[src/hw/rtl/vurp_pkg.sv]
`timescale 1ns / 1ps
// ----------------------------------------------------------------------------
// vurp_pkg: shared definitions of the video unit register port
// Command and register codes, field widths and default sizes.
// ----------------------------------------------------------------------------
package vurp_pkg;

  localparam int unsigned CmdW       = 2;
  localparam int unsigned BusAddrW   = 16;
  localparam int unsigned DataW      = 8;
  localparam int unsigned VramAddrW  = 15;
  localparam int unsigned FineXW     = 3;
  localparam int unsigned FlagsW     = 3;
  localparam int unsigned RegSelW    = 3;

  localparam int unsigned ObjectDepthDefault = 256;

  // The register window 0x2000..0x3FFF is selected by the top three bits.
  localparam logic [2:0] RegWindow = 3'b001;

  typedef enum logic [CmdW-1:0] {
    CMD_READ   = 2'd0,
    CMD_WRITE  = 2'd1,
    CMD_STATUS = 2'd2
  } cmd_e;

  typedef enum logic [RegSelW-1:0] {
    REG_CTRL     = 3'd0,
    REG_MASK     = 3'd1,
    REG_STATUS   = 3'd2,
    REG_OBJ_ADDR = 3'd3,
    REG_OBJ_DATA = 3'd4,
    REG_SCROLL   = 3'd5,
    REG_ADDR     = 3'd6,
    REG_DATA     = 3'd7
  } reg_e;

endpackage

[src/hw/rtl/vurp_req_if.sv]
`timescale 1ns / 1ps
// ----------------------------------------------------------------------------
// vurp_req_if: request channel of the video unit register port
// Carries one bus access or status update per transaction.
// ----------------------------------------------------------------------------
interface vurp_req_if;
  logic                          valid;
  logic                          ready;
  logic [vurp_pkg::CmdW-1:0]     cmd;
  logic [vurp_pkg::BusAddrW-1:0] bus_addr;
  logic [vurp_pkg::DataW-1:0]    write_data;

  modport source (output valid, output cmd, output bus_addr, output write_data,
                  input ready);
  modport sink   (input valid, input cmd, input bus_addr, input write_data,
                  output ready);
endinterface

[src/hw/rtl/vurp_rsp_if.sv]
`timescale 1ns / 1ps
// ----------------------------------------------------------------------------
// vurp_rsp_if: response channel of the video unit register port
// Carries the read byte and the register view after each access.
// ----------------------------------------------------------------------------
interface vurp_rsp_if;
  logic                           valid;
  logic                           ready;
  logic [vurp_pkg::DataW-1:0]     read_data;
  logic [vurp_pkg::VramAddrW-1:0] vram_address;
  logic [vurp_pkg::FineXW-1:0]    fine_scroll_x;
  logic [vurp_pkg::DataW-1:0]     control_value;
  logic [vurp_pkg::DataW-1:0]     mask_value;

  modport source (output valid, output read_data, output vram_address,
                  output fine_scroll_x, output control_value, output mask_value,
                  input ready);
  modport sink   (input valid, input read_data, input vram_address,
                  input fine_scroll_x, input control_value, input mask_value,
                  output ready);
endinterface

[src/hw/rtl/vurp_ram.sv]
`timescale 1ns / 1ps
// ----------------------------------------------------------------------------
// vurp_ram: generic single-clock RAM
// One write port and one read port with registered read data.
// ----------------------------------------------------------------------------
module vurp_ram #(
  parameter int unsigned Width = 8,
  parameter int unsigned Depth = 256,
  localparam int unsigned AddrW = (Depth > 1) ? $clog2(Depth) : 1
) (
  input  logic             clk_i,
  input  logic             we_i,
  input  logic [AddrW-1:0] waddr_i,
  input  logic [Width-1:0] wdata_i,
  input  logic             re_i,
  input  logic [AddrW-1:0] raddr_i,
  output logic [Width-1:0] rdata_o
);

  logic [Width-1:0] mem_q [Depth];
  logic [Width-1:0] rdata_q;

  always_ff @(posedge clk_i) begin
    if (we_i) begin
      mem_q[waddr_i] <= wdata_i;
    end
  end

  // Read data holds while no read is requested.
  always_ff @(posedge clk_i) begin
    if (re_i) begin
      rdata_q <= mem_q[raddr_i];
    end
  end

  assign rdata_o = rdata_q;

endmodule

[src/hw/rtl/video_unit_register_port.sv]
`timescale 1ns / 1ps
// ----------------------------------------------------------------------------
// video_unit_register_port: CPU-side register file of a picture unit
// Decodes bus reads and writes onto the eight mirrored picture unit registers.
// ----------------------------------------------------------------------------
// Every transaction on req_i is decoded and applied to the register state at
// the edge where it is accepted, and its response is held in an output
// register on rsp_o in the following cycle. A new transaction can be
// accepted in every cycle, as long as the previous response is taken in that
// same cycle or has already gone. Bus addresses 0x2000..0x3FFF map onto the
// registers by their low three bits; anything else reads zero and ignores
// writes. Command 2 loads the status flags (vblank, sprite zero hit, sprite
// overflow) from write_data bits 7..5. The vram_address, fine_scroll_x,
// control_value and mask_value fields always show the state after the
// transaction that the response belongs to. The object memory sits in a RAM
// with registered read; one valid flip-flop per entry makes never-written
// entries read as zero straight out of reset, so no clearing pass is needed.
// The data port, object DMA and rendering itself are not part of this block.
// ----------------------------------------------------------------------------
module video_unit_register_port #(
  parameter int unsigned OBJECT_DEPTH = vurp_pkg::ObjectDepthDefault
) (
  input  logic clk_i,
  input  logic rst_ni,
  vurp_req_if.sink   req_i,
  vurp_rsp_if.source rsp_o
);
  import vurp_pkg::*;

  localparam int unsigned ObjAw = $clog2(OBJECT_DEPTH);

  // Architectural register state.
  logic [DataW-1:0]     control_q, control_d;
  logic [DataW-1:0]     mask_q, mask_d;
  logic [FlagsW-1:0]    flags_q, flags_d;
  logic [ObjAw-1:0]     obj_ptr_q, obj_ptr_d;
  logic [VramAddrW-1:0] temp_q, temp_d;
  logic [VramAddrW-1:0] cur_q, cur_d;
  logic [FineXW-1:0]    fine_x_q, fine_x_d;
  logic                 toggle_q, toggle_d;
  logic [OBJECT_DEPTH-1:0] obj_vld_q;

  // Response register.
  logic             rsp_valid_q;
  logic [DataW-1:0] rd_q, rd_d;
  logic             obj_rd_q, obj_rd_d;
  logic             obj_hit_q;

  logic             accept;
  logic             mapped;
  cmd_e             cmd;
  reg_e             sel;
  logic [DataW-1:0] wdata;
  logic             obj_we;
  logic [DataW-1:0] ram_rdata;

  assign req_i.ready = !rsp_valid_q || rsp_o.ready;
  assign accept      = req_i.valid && req_i.ready;

  assign cmd    = cmd_e'(req_i.cmd);
  assign sel    = reg_e'(req_i.bus_addr[RegSelW-1:0]);
  assign wdata  = req_i.write_data;
  assign mapped = (req_i.bus_addr[BusAddrW-1 -: 3] == RegWindow);

  // Decode and next-state logic for one transaction.
  always_comb begin
    control_d = control_q;
    mask_d    = mask_q;
    flags_d   = flags_q;
    obj_ptr_d = obj_ptr_q;
    temp_d    = temp_q;
    cur_d     = cur_q;
    fine_x_d  = fine_x_q;
    toggle_d  = toggle_q;
    rd_d      = '0;
    obj_rd_d  = 1'b0;
    obj_we    = 1'b0;

    case (cmd)
      CMD_READ: begin
        if (mapped) begin
          case (sel)
            REG_STATUS: begin
              // Flags come out in the top bits; reading clears vblank and
              // restarts the two-write sequences.
              rd_d     = {flags_q, {(DataW - FlagsW){1'b0}}};
              flags_d  = {1'b0, flags_q[FlagsW-2:0]};
              toggle_d = 1'b0;
            end
            REG_OBJ_DATA: begin
              obj_rd_d = 1'b1;
            end
            default: begin
            end
          endcase
        end
      end
      CMD_WRITE: begin
        if (mapped) begin
          case (sel)
            REG_CTRL: begin
              control_d       = wdata;
              temp_d[11:10]   = wdata[1:0];
            end
            REG_MASK: begin
              mask_d = wdata;
            end
            REG_OBJ_ADDR: begin
              obj_ptr_d = ObjAw'(wdata);
            end
            REG_OBJ_DATA: begin
              obj_we    = 1'b1;
              obj_ptr_d = obj_ptr_q + 1'b1;
            end
            REG_SCROLL: begin
              if (toggle_q) begin
                // Second write: fine Y and coarse Y.
                temp_d[14:12] = wdata[2:0];
                temp_d[9:5]   = wdata[7:3];
              end else begin
                // First write: coarse X and fine X.
                temp_d[4:0] = wdata[7:3];
                fine_x_d    = wdata[2:0];
              end
              toggle_d = !toggle_q;
            end
            REG_ADDR: begin
              if (toggle_q) begin
                temp_d[7:0] = wdata;
                cur_d       = {temp_q[14:8], wdata};
              end else begin
                // High byte; the top address bit is always cleared.
                temp_d[14:8] = {1'b0, wdata[5:0]};
              end
              toggle_d = !toggle_q;
            end
            default: begin
            end
          endcase
        end
      end
      CMD_STATUS: begin
        flags_d = wdata[DataW-1 -: FlagsW];
      end
      default: begin
      end
    endcase
  end

  always_ff @(posedge clk_i or negedge rst_ni) begin
    if (!rst_ni) begin
      control_q <= '0;
      mask_q    <= '0;
      flags_q   <= '0;
      obj_ptr_q <= '0;
      temp_q    <= '0;
      cur_q     <= '0;
      fine_x_q  <= '0;
      toggle_q  <= 1'b0;
      obj_vld_q <= '0;
    end else if (accept) begin
      control_q <= control_d;
      mask_q    <= mask_d;
      flags_q   <= flags_d;
      obj_ptr_q <= obj_ptr_d;
      temp_q    <= temp_d;
      cur_q     <= cur_d;
      fine_x_q  <= fine_x_d;
      toggle_q  <= toggle_d;
      if (obj_we) begin
        obj_vld_q[obj_ptr_q] <= 1'b1;
      end
    end
  end

  always_ff @(posedge clk_i or negedge rst_ni) begin
    if (!rst_ni) begin
      rsp_valid_q <= 1'b0;
    end else if (req_i.ready) begin
      rsp_valid_q <= req_i.valid;
    end
  end

  always_ff @(posedge clk_i) begin
    if (accept) begin
      rd_q      <= rd_d;
      obj_rd_q  <= obj_rd_d;
      obj_hit_q <= obj_vld_q[obj_ptr_q];
    end
  end

  // Object memory: written and read at the pointer held before the access.
  vurp_ram #(
    .Width (DataW),
    .Depth (OBJECT_DEPTH)
  ) u_obj_ram (
    .clk_i   (clk_i),
    .we_i    (accept && obj_we),
    .waddr_i (obj_ptr_q),
    .wdata_i (wdata),
    .re_i    (accept && obj_rd_d),
    .raddr_i (obj_ptr_q),
    .rdata_o (ram_rdata)
  );

  // While a response waits, no transaction is accepted, so the state
  // registers still show the state right after that response's access.
  assign rsp_o.valid         = rsp_valid_q;
  assign rsp_o.read_data     = obj_rd_q ? (obj_hit_q ? ram_rdata : '0) : rd_q;
  assign rsp_o.vram_address  = cur_q;
  assign rsp_o.fine_scroll_x = fine_x_q;
  assign rsp_o.control_value = control_q;
  assign rsp_o.mask_value    = mask_q;

endmodule
[src/flat_wrapper.sv]
// flat-port wrapper written by rule: the top's interface ports become plain ports
module video_unit_register_port_flat import vurp_pkg::*;
#(
  parameter int unsigned OBJECT_DEPTH = vurp_pkg::ObjectDepthDefault
)
  (clk_i, rst_ni, req_i_valid, req_i_cmd, req_i_bus_addr, req_i_write_data, req_i_ready, rsp_o_valid, rsp_o_read_data, rsp_o_vram_address, rsp_o_fine_scroll_x, rsp_o_control_value, rsp_o_mask_value, rsp_o_ready);
  vurp_req_if req_i_i ();
  vurp_rsp_if rsp_o_i ();
  input  logic clk_i;
  input  logic rst_ni;
  input wire logic [$bits(req_i_i.valid)-1:0] req_i_valid;
  input wire logic [$bits(req_i_i.cmd)-1:0] req_i_cmd;
  input wire logic [$bits(req_i_i.bus_addr)-1:0] req_i_bus_addr;
  input wire logic [$bits(req_i_i.write_data)-1:0] req_i_write_data;
  output wire logic [$bits(req_i_i.ready)-1:0] req_i_ready;
  output wire logic [$bits(rsp_o_i.valid)-1:0] rsp_o_valid;
  output wire logic [$bits(rsp_o_i.read_data)-1:0] rsp_o_read_data;
  output wire logic [$bits(rsp_o_i.vram_address)-1:0] rsp_o_vram_address;
  output wire logic [$bits(rsp_o_i.fine_scroll_x)-1:0] rsp_o_fine_scroll_x;
  output wire logic [$bits(rsp_o_i.control_value)-1:0] rsp_o_control_value;
  output wire logic [$bits(rsp_o_i.mask_value)-1:0] rsp_o_mask_value;
  input wire logic [$bits(rsp_o_i.ready)-1:0] rsp_o_ready;
  assign req_i_i.valid = req_i_valid;
  assign req_i_i.cmd = req_i_cmd;
  assign req_i_i.bus_addr = req_i_bus_addr;
  assign req_i_i.write_data = req_i_write_data;
  assign req_i_ready = req_i_i.ready;
  assign rsp_o_valid = rsp_o_i.valid;
  assign rsp_o_read_data = rsp_o_i.read_data;
  assign rsp_o_vram_address = rsp_o_i.vram_address;
  assign rsp_o_fine_scroll_x = rsp_o_i.fine_scroll_x;
  assign rsp_o_control_value = rsp_o_i.control_value;
  assign rsp_o_mask_value = rsp_o_i.mask_value;
  assign rsp_o_i.ready = rsp_o_ready;
  video_unit_register_port #(.OBJECT_DEPTH(OBJECT_DEPTH)) u_core (.clk_i(clk_i), .rst_ni(rst_ni), .req_i(req_i_i), .rsp_o(rsp_o_i));
endmodule
[config.mk]
export PLATFORM = sky130hd
export DESIGN_NAME = video_unit_register_port_flat
export DESIGN_NICKNAME = d
export VERILOG_FILES = /design/src/hw/rtl/vurp_pkg.sv /design/src/hw/rtl/vurp_req_if.sv /design/src/hw/rtl/vurp_rsp_if.sv /design/src/hw/rtl/vurp_ram.sv /design/src/hw/rtl/video_unit_register_port.sv /design/src/flat_wrapper.sv
export SDC_FILE = /design/constraint.sdc
export NUM_CORES = 2
export LEC_CHECK = 0
export ABC_AREA = 0
export ABC_CLOCK_PERIOD_IN_PS = 4700
export BUFFER_PORTS_ARGS = -buffer_cell sky130_fd_sc_hd__buf_2
export CORE_MARGIN = 2
export CORE_UTILIZATION = 55
export DETAILED_ROUTE_END_ITERATION = 6
export PLACE_DENSITY = 0.81
export SKIP_CTS_REPAIR_TIMING = 1
export SYNTH_ARGS = -nofsm -noshare
export SYNTH_HDL_FRONTEND = slang
export SYNTH_SLANG_ARGS = --single-unit
[constraint.sdc]
create_clock -name clk_i -period 4.7 [get_ports clk_i]
set_clock_uncertainty 0.15 [all_clocks]
set_input_delay 0.235 -clock clk_i [delete_from_list [all_inputs] [get_ports clk_i]]
set_output_delay 0.235 -clock clk_i [all_outputs]
set_load 0.005 [all_outputs]
# == Yosys cells after proc, flatten, opt, wreduce, memory -nomap -nowiden ==
# Memory sizes are Yosys's and may differ from the RTL's. A register that Yosys moved wholly into a read port is not among the register bits.
# Cells that the tools add are included.
# word_totals
ff_bits,320
mem_bits_rw,2048
wordCells,95
mem_count,1
# classes
addsub,1
magnitude_cmp,2
n_eq_ne,15
muxes,29
bitwise,3
n_reduce_logical,28
# mem_list
memory,words,width,rd,rd_clocked_by_memory_dff,wr,line,rtl
u_core.u_obj_ram.mem_q,256,8,1,1,1,vurp_ram.sv:20,logic [Width-1:0] mem_q [Depth];
# op_table
op,n
$or 256x256->256,1
$mux 8,3
$pmux 10 s2,1
$pmux 8 s2,1
$reduce_and 4->1,4
$reduce_and 5->1,3
$mux 1,12
$pmux 3 s2,2
$reduce_and 6->1,2
$mux 5,2
$reduce_bool 2->1,5
$eq 3x3->1 const B,3
$lt 8x9->1 const B,1
$mux 3,3
$add 8x1->8 const B,1
$bmux 1 s8,1
$demux 1 s8,1
$ge 8x1->1 const B,1
$mux 7,1
$eq 3x1->1 const B,2
$eq 3x2->1 const B,2
$ne 2x1->1 const B,3
$ne 2x2->1 const B,3
$reduce_and 3->1,2
other kinds (12),18

# == Logic depth before layout (Yosys ltp) ==
# logic_depth
word_depth,7
ltp_mapped,9

# == By module ==
# Synthesis repeated with hierarchy kept, for this count alone.
# unflattened
hier_cells,4708
area_unflattened_um2,93010.5
# by_module_without_submodules
module,instances,cells_each,area_each_um2,seq_area_each_um2
vurp_ram,1,3733,79636.4,61739.2
video_unit_register_port,1,975,13374.1,7907.6

# == Worst setup path before layout ==
# No wires, ideal clock.
# synth_path
kind,input port to flip-flop
from,in req_i_bus_addr[14]
to,mem u_core.u_obj_ram.mem_q[198][0] (enable)
setup_time_ns,0.370
arrival_ns,2.223
t_required_ns,4.180
setup_slack_ns,1.957
stages,6
cell_sequence,or3b_1 or4b_4 nor4_4 nand2_1 clkbuf_1 nor2_1
# synth_via
elab_chain_cells,6
# synth_rtl
element,line,rtl
"start, declared",flat_wrapper.sv:13,input wire logic [$bits(req_i_i.bus_addr)-1:0] req_i_bus_addr;
$eq 3x1->1,video_unit_register_port.sv:63,assign mapped = (req_i.bus_addr[BusAddrW-1 -: 3] == RegWindow);
$mux 1,video_unit_register_port.sv:99,if (mapped) begin
$mux 1,video_unit_register_port.sv:79,case (cmd)
$logic_and 1x1->1,video_unit_register_port.sv:198,".we_i (accept && obj_we),"
$mux 1,vurp_ram.sv:24,if (we_i) begin
$mux 1 (implied by the code),vurp_ram.sv:25,mem_q[waddr_i] <= wdata_i;
"end, declared",vurp_ram.sv:20,
# No other way between the ends.

==> results by group <==
Worst setup path
  • Critical path data arrival time: 4680 ps
  • Flop2flop setup slack: 400 ps
  • Worst Path Required: 5080 ps
  • RR Endpoint: u_core.u_obj_ram.rdata_o[6]
  • Crit path kind: flop to flop
  • Reg2Reg Depth: 7
  • Critical path endpoint category: flop
  • Worst Setup EP: u_core.u_obj_ram.rdata_o[6]
  • Worst setup path startpoint: u_core.obj_ptr_q[1]
  • Critical-path maximum fanout: 32
  • R2r startpoint: u_core.obj_ptr_q[1]
  • Crit path launch type: flop

Power
  • Power per cell area: 416 nW/um^2
  • VDD IR-drop max: 0.000432 V
  • Combinational share of power: 5.7%
  • P_int: 33.3 mW
  • Clock power share: 40.3%
  • Switching Share: 21.7%
  • Sequential power share: 54.0%
  • Power Total: 42.5 mW
  • Psw: 9.21 mW
  • Leak Pwr: 33.3 nW

STA
  • Min Tclk post-route: 4300 ps
  • RSZ-0062 raised after global routing: false
  • Final period util: 91.4%
  • Max-slew violations: 0
  • Min setup slack post-route: 403 ps
  • Fin. Hold Viols: 0
  • Final Setup Violations: 0
  • Fmax: 233 MHz
  • Setup_tns: 0 ps
  • Slew HR: 8.58%
  • Tightest Pin Transition: 1360 ps

Synth
  • Synth warnings: 0
  • Synth async-reset ratio: 13.1%
  • Syn Nets: 4512
  • Sequential fraction of the synthesis area: 76.1%
  • Top_reg_cell synth: edfxtp_1
  • Post-Syn Area: 91500 um^2
  • Flops & latches, synth: 2371
  • Post-Syn Instances: 4478
  • Synth cell types: 46
  • Syn_area_per_cell: 20.4 um^2
  • Post-synth EDFFs: 2061

Cells and area
  • Fillcell total: 10.5k
  • Antenna fix cells: 0
  • Net count, final: 4655
  • Layout area overhead: 11.6%
  • Core Util, Final: 61.8%
  • Share of post-route cells with drive strength above 1: 24.5%

Detailed routing
  • First-iteration detailed-routing DRC count: 6892
  • Routed Antenna Nets: 0
  • Routed wire length: 221000 um
  • Vias per Instance: 6.78
  • DR pass1 iterations: 6
  • DRC viols: 0
  • Via Count: 47.4k
  • Per-cell routed wire length: 31.7 um

Clock tree
  • CTS tree: done
  • Max clock buf depth: 3
  • H-tree depth: 4
  • Number of CTS-inserted buffers: 213
  • Clock sink count: 2371
  • Worst-Skew Late Latency: 860 ps
  • Clock slew at reported path FFs: 70 ps
  • Root buf cell: clkbuf_16

Placed design
  • IO buf count: 63
  • Post-place setup slack: 747 ps
  • GPL Wtd Cong: 0.810
  • Hpwl dp: 117000 um

Floorplan
  • Initial Util: 55.4%
  • Die Span Y: 412 um
  • Die ar.: 170000 um^2
  • Row cnt: 149
  • Core Footprint: 165000 um^2
  • Die Wd: 412 um
  • IO Count: 74

Outcome
  • Status: finished clean

Worst hold path
  • Hold Path Class: input pin to flop

Global route
  • First-pass GRT wire length: 325000 um
  • Grt total ovfl: 0
  • Pin count of the biggest net entering global routing: 173
  • Initial antenna violation count: 3
  • Vias in the first global route: 48.2k
  • Overall Global Routing Usage: 26.3%

Run
  • Max-cap violations: 0
==> logic make-up (layout without fill, tap and decap cells) <==
family / after synthesis / in the layout / share of synthesized area, %
buf+inv: 334 / 653 / 1.48
mux: 615 / 615 / 14.7
flops: 2371 / 2371 / 76.1
fa+ha+maj: 4 / 4 / 0.0547
simple gates: 388 / 388 / 1.88
compound gates: 766 / 766 / 5.85
==> worst min-delay path by stage <==
stage                              from  cells past startpoint                            end  slack [ps]
floorplan                        rst_ni                      0              u_core.flags_q[0]        -210
global placement                 rst_ni                      1            u_core.obj_ptr_q[3]         130
detailed placement               rst_ni                      1            u_core.obj_ptr_q[3]         130
CTS                              rst_ni                      1            u_core.obj_ptr_q[3]        -780
global route        req_i_write_data[3]                      1  u_core.u_obj_ram.mem_q[77][3]          60
finish              req_i_write_data[3]                      1  u_core.u_obj_ram.mem_q[66][3]           2
==> metal layers <==
| layer | vias to the layer above | routed length (um) | track usage [%] |
|---|---|---|---|
| li1 | 18800 | - | - |
| met1 | 24700 | 78400 | 35.4 |
| met2 | 3333 | 108000 | 41.8 |
| met3 | 584 | 24500 | 5.60 |
| met4 | 2 | 10300 | 11.5 |
| met5 | - | 20 | 0 |
==> synth_stat cells (2+ instances only) <==
master       n  share of area, %
inv_1        9             0.037
edfxtp_1  2061                68
nor2_1     268               1.1
or3_1        2             0.014
o21bai_1   256               2.1
a31oi_1      7             0.048
ha_1         4             0.055
o21ai_0     23              0.13
nor3b_1      3             0.025
a21oi_1    151              0.83
nand4_1      9             0.062
nand2b_1     3             0.021
mux2_1       3             0.037
nor3_2       2             0.022
nand2_1     54              0.22
a22oi_1    289               2.4
nor4_4       3             0.070
and2_1       6             0.041
buf_1       60              0.25
or3b_1       2             0.019
mux2_2      35              0.43
mux4_2     576                14
clkbuf_1   185              0.76
and3_1       6             0.041
and4_1       2             0.019
nor2b_1      6             0.041
nand3_1      7             0.038
dfrtp_1    310               8.5
nor4_1       2             0.014
buf_2       79              0.43
o41ai_1     36              0.34
nor3_1       3             0.016
nand3b_1     2             0.016
nor4b_1      2             0.019
==> cells in the final DEF (no fill, tap or decap), types with 4 or more instances in the layout <==
cell type      count
clkbuf_1          44
inv_6              6
clkbuf_8           7
buf_12            31
o21bai_1         256
dlygate4sd3_1     21
nand3_1            7
and2_1             5
a21oi_1          151
a22oi_1          289
nand4_1            9
nand2_1           36
nor2_1           267
bufinv_16         18
and3_1             6
o41ai_1           36
o21ai_0           23
clkinv_2          33
mux4_2           576
clkinv_8           6
buf_8              8
a31oi_1            7
edfxtp_1        2061
clkinvlp_4         5
mux2_2            35
clkbuf_16        215
clkinv_1          50
nor2b_1            4
inv_1              9
ha_1               4
dfrtp_1          308
nand2_2           18
buf_4            137
buf_2             54
==> sequential cells by signal (all words and copies together), names as in the netlist <==
register	cells
u_core.obj_hit_q	1
u_core.u_obj_ram.mem_q	2048
u_core.rsp_o.mask_value	8
u_core.rsp_o.vram_address	15
u_core.obj_ptr_q	8
u_core.obj_vld_q	256
u_core.temp_q	7
u_core.rsp_o.control_value	8
u_core.toggle_q	1
u_core.rsp_o.fine_scroll_x	3
u_core.rsp_o.valid	1
u_core.flags_q	3
u_core.u_obj_ram.rdata_o	8
u_core.rd_q	3
u_core.obj_rd_q	1
==> per-stage QoR <==
step | std cells | instance area, um^2 | hold WS (ps)
after floorplan | 4478 | 91500 | -211
after global placement | 6573 | 95100 | 132
final | 6986 | 102000 | 2.19
after CTS | 6964 | 102000 | -784
after global routing | 6986 | 102000 | 58.7
after detailed placement | 6573 | 95100 | 132
==> critical path: stages, from the launching register on <==
cell     delay [ps]
dfrtp_4         820
buf_4           360
buf_4           390
mux4_2          410
a22oi_1         300
a21oi_1         180
o41ai_1        1010
nand4_1         330
==> power groups by stage <==
stage,Clock [mW],Combinational (mW),Sequential [mW]
global placement,0,2.26,23.4
floorplan,0,1.28,23.4
detailed placement,0,2.32,23.4
global route,18.0,2.51,22.9
CTS,17.2,2.36,23.0
finish,17.1,2.40,23.0
==> final cells by class <==
type / instances / area (um^2) / share of cell area (%)
flip-flops and latches: 2371 / 69700 / 68.2
clock inverters: 126 / 1190 / 1.17
inverters: 9 / 33.8 / 0.0331
repair buffers: 253 / 2290 / 2.24
well taps: 2189 / 2740 / 2.68
clock buffers: 265 / 5630 / 5.51
multi-input cells: 1773 / 20600 / 20.2
Power figures use the tool's default switching activity.
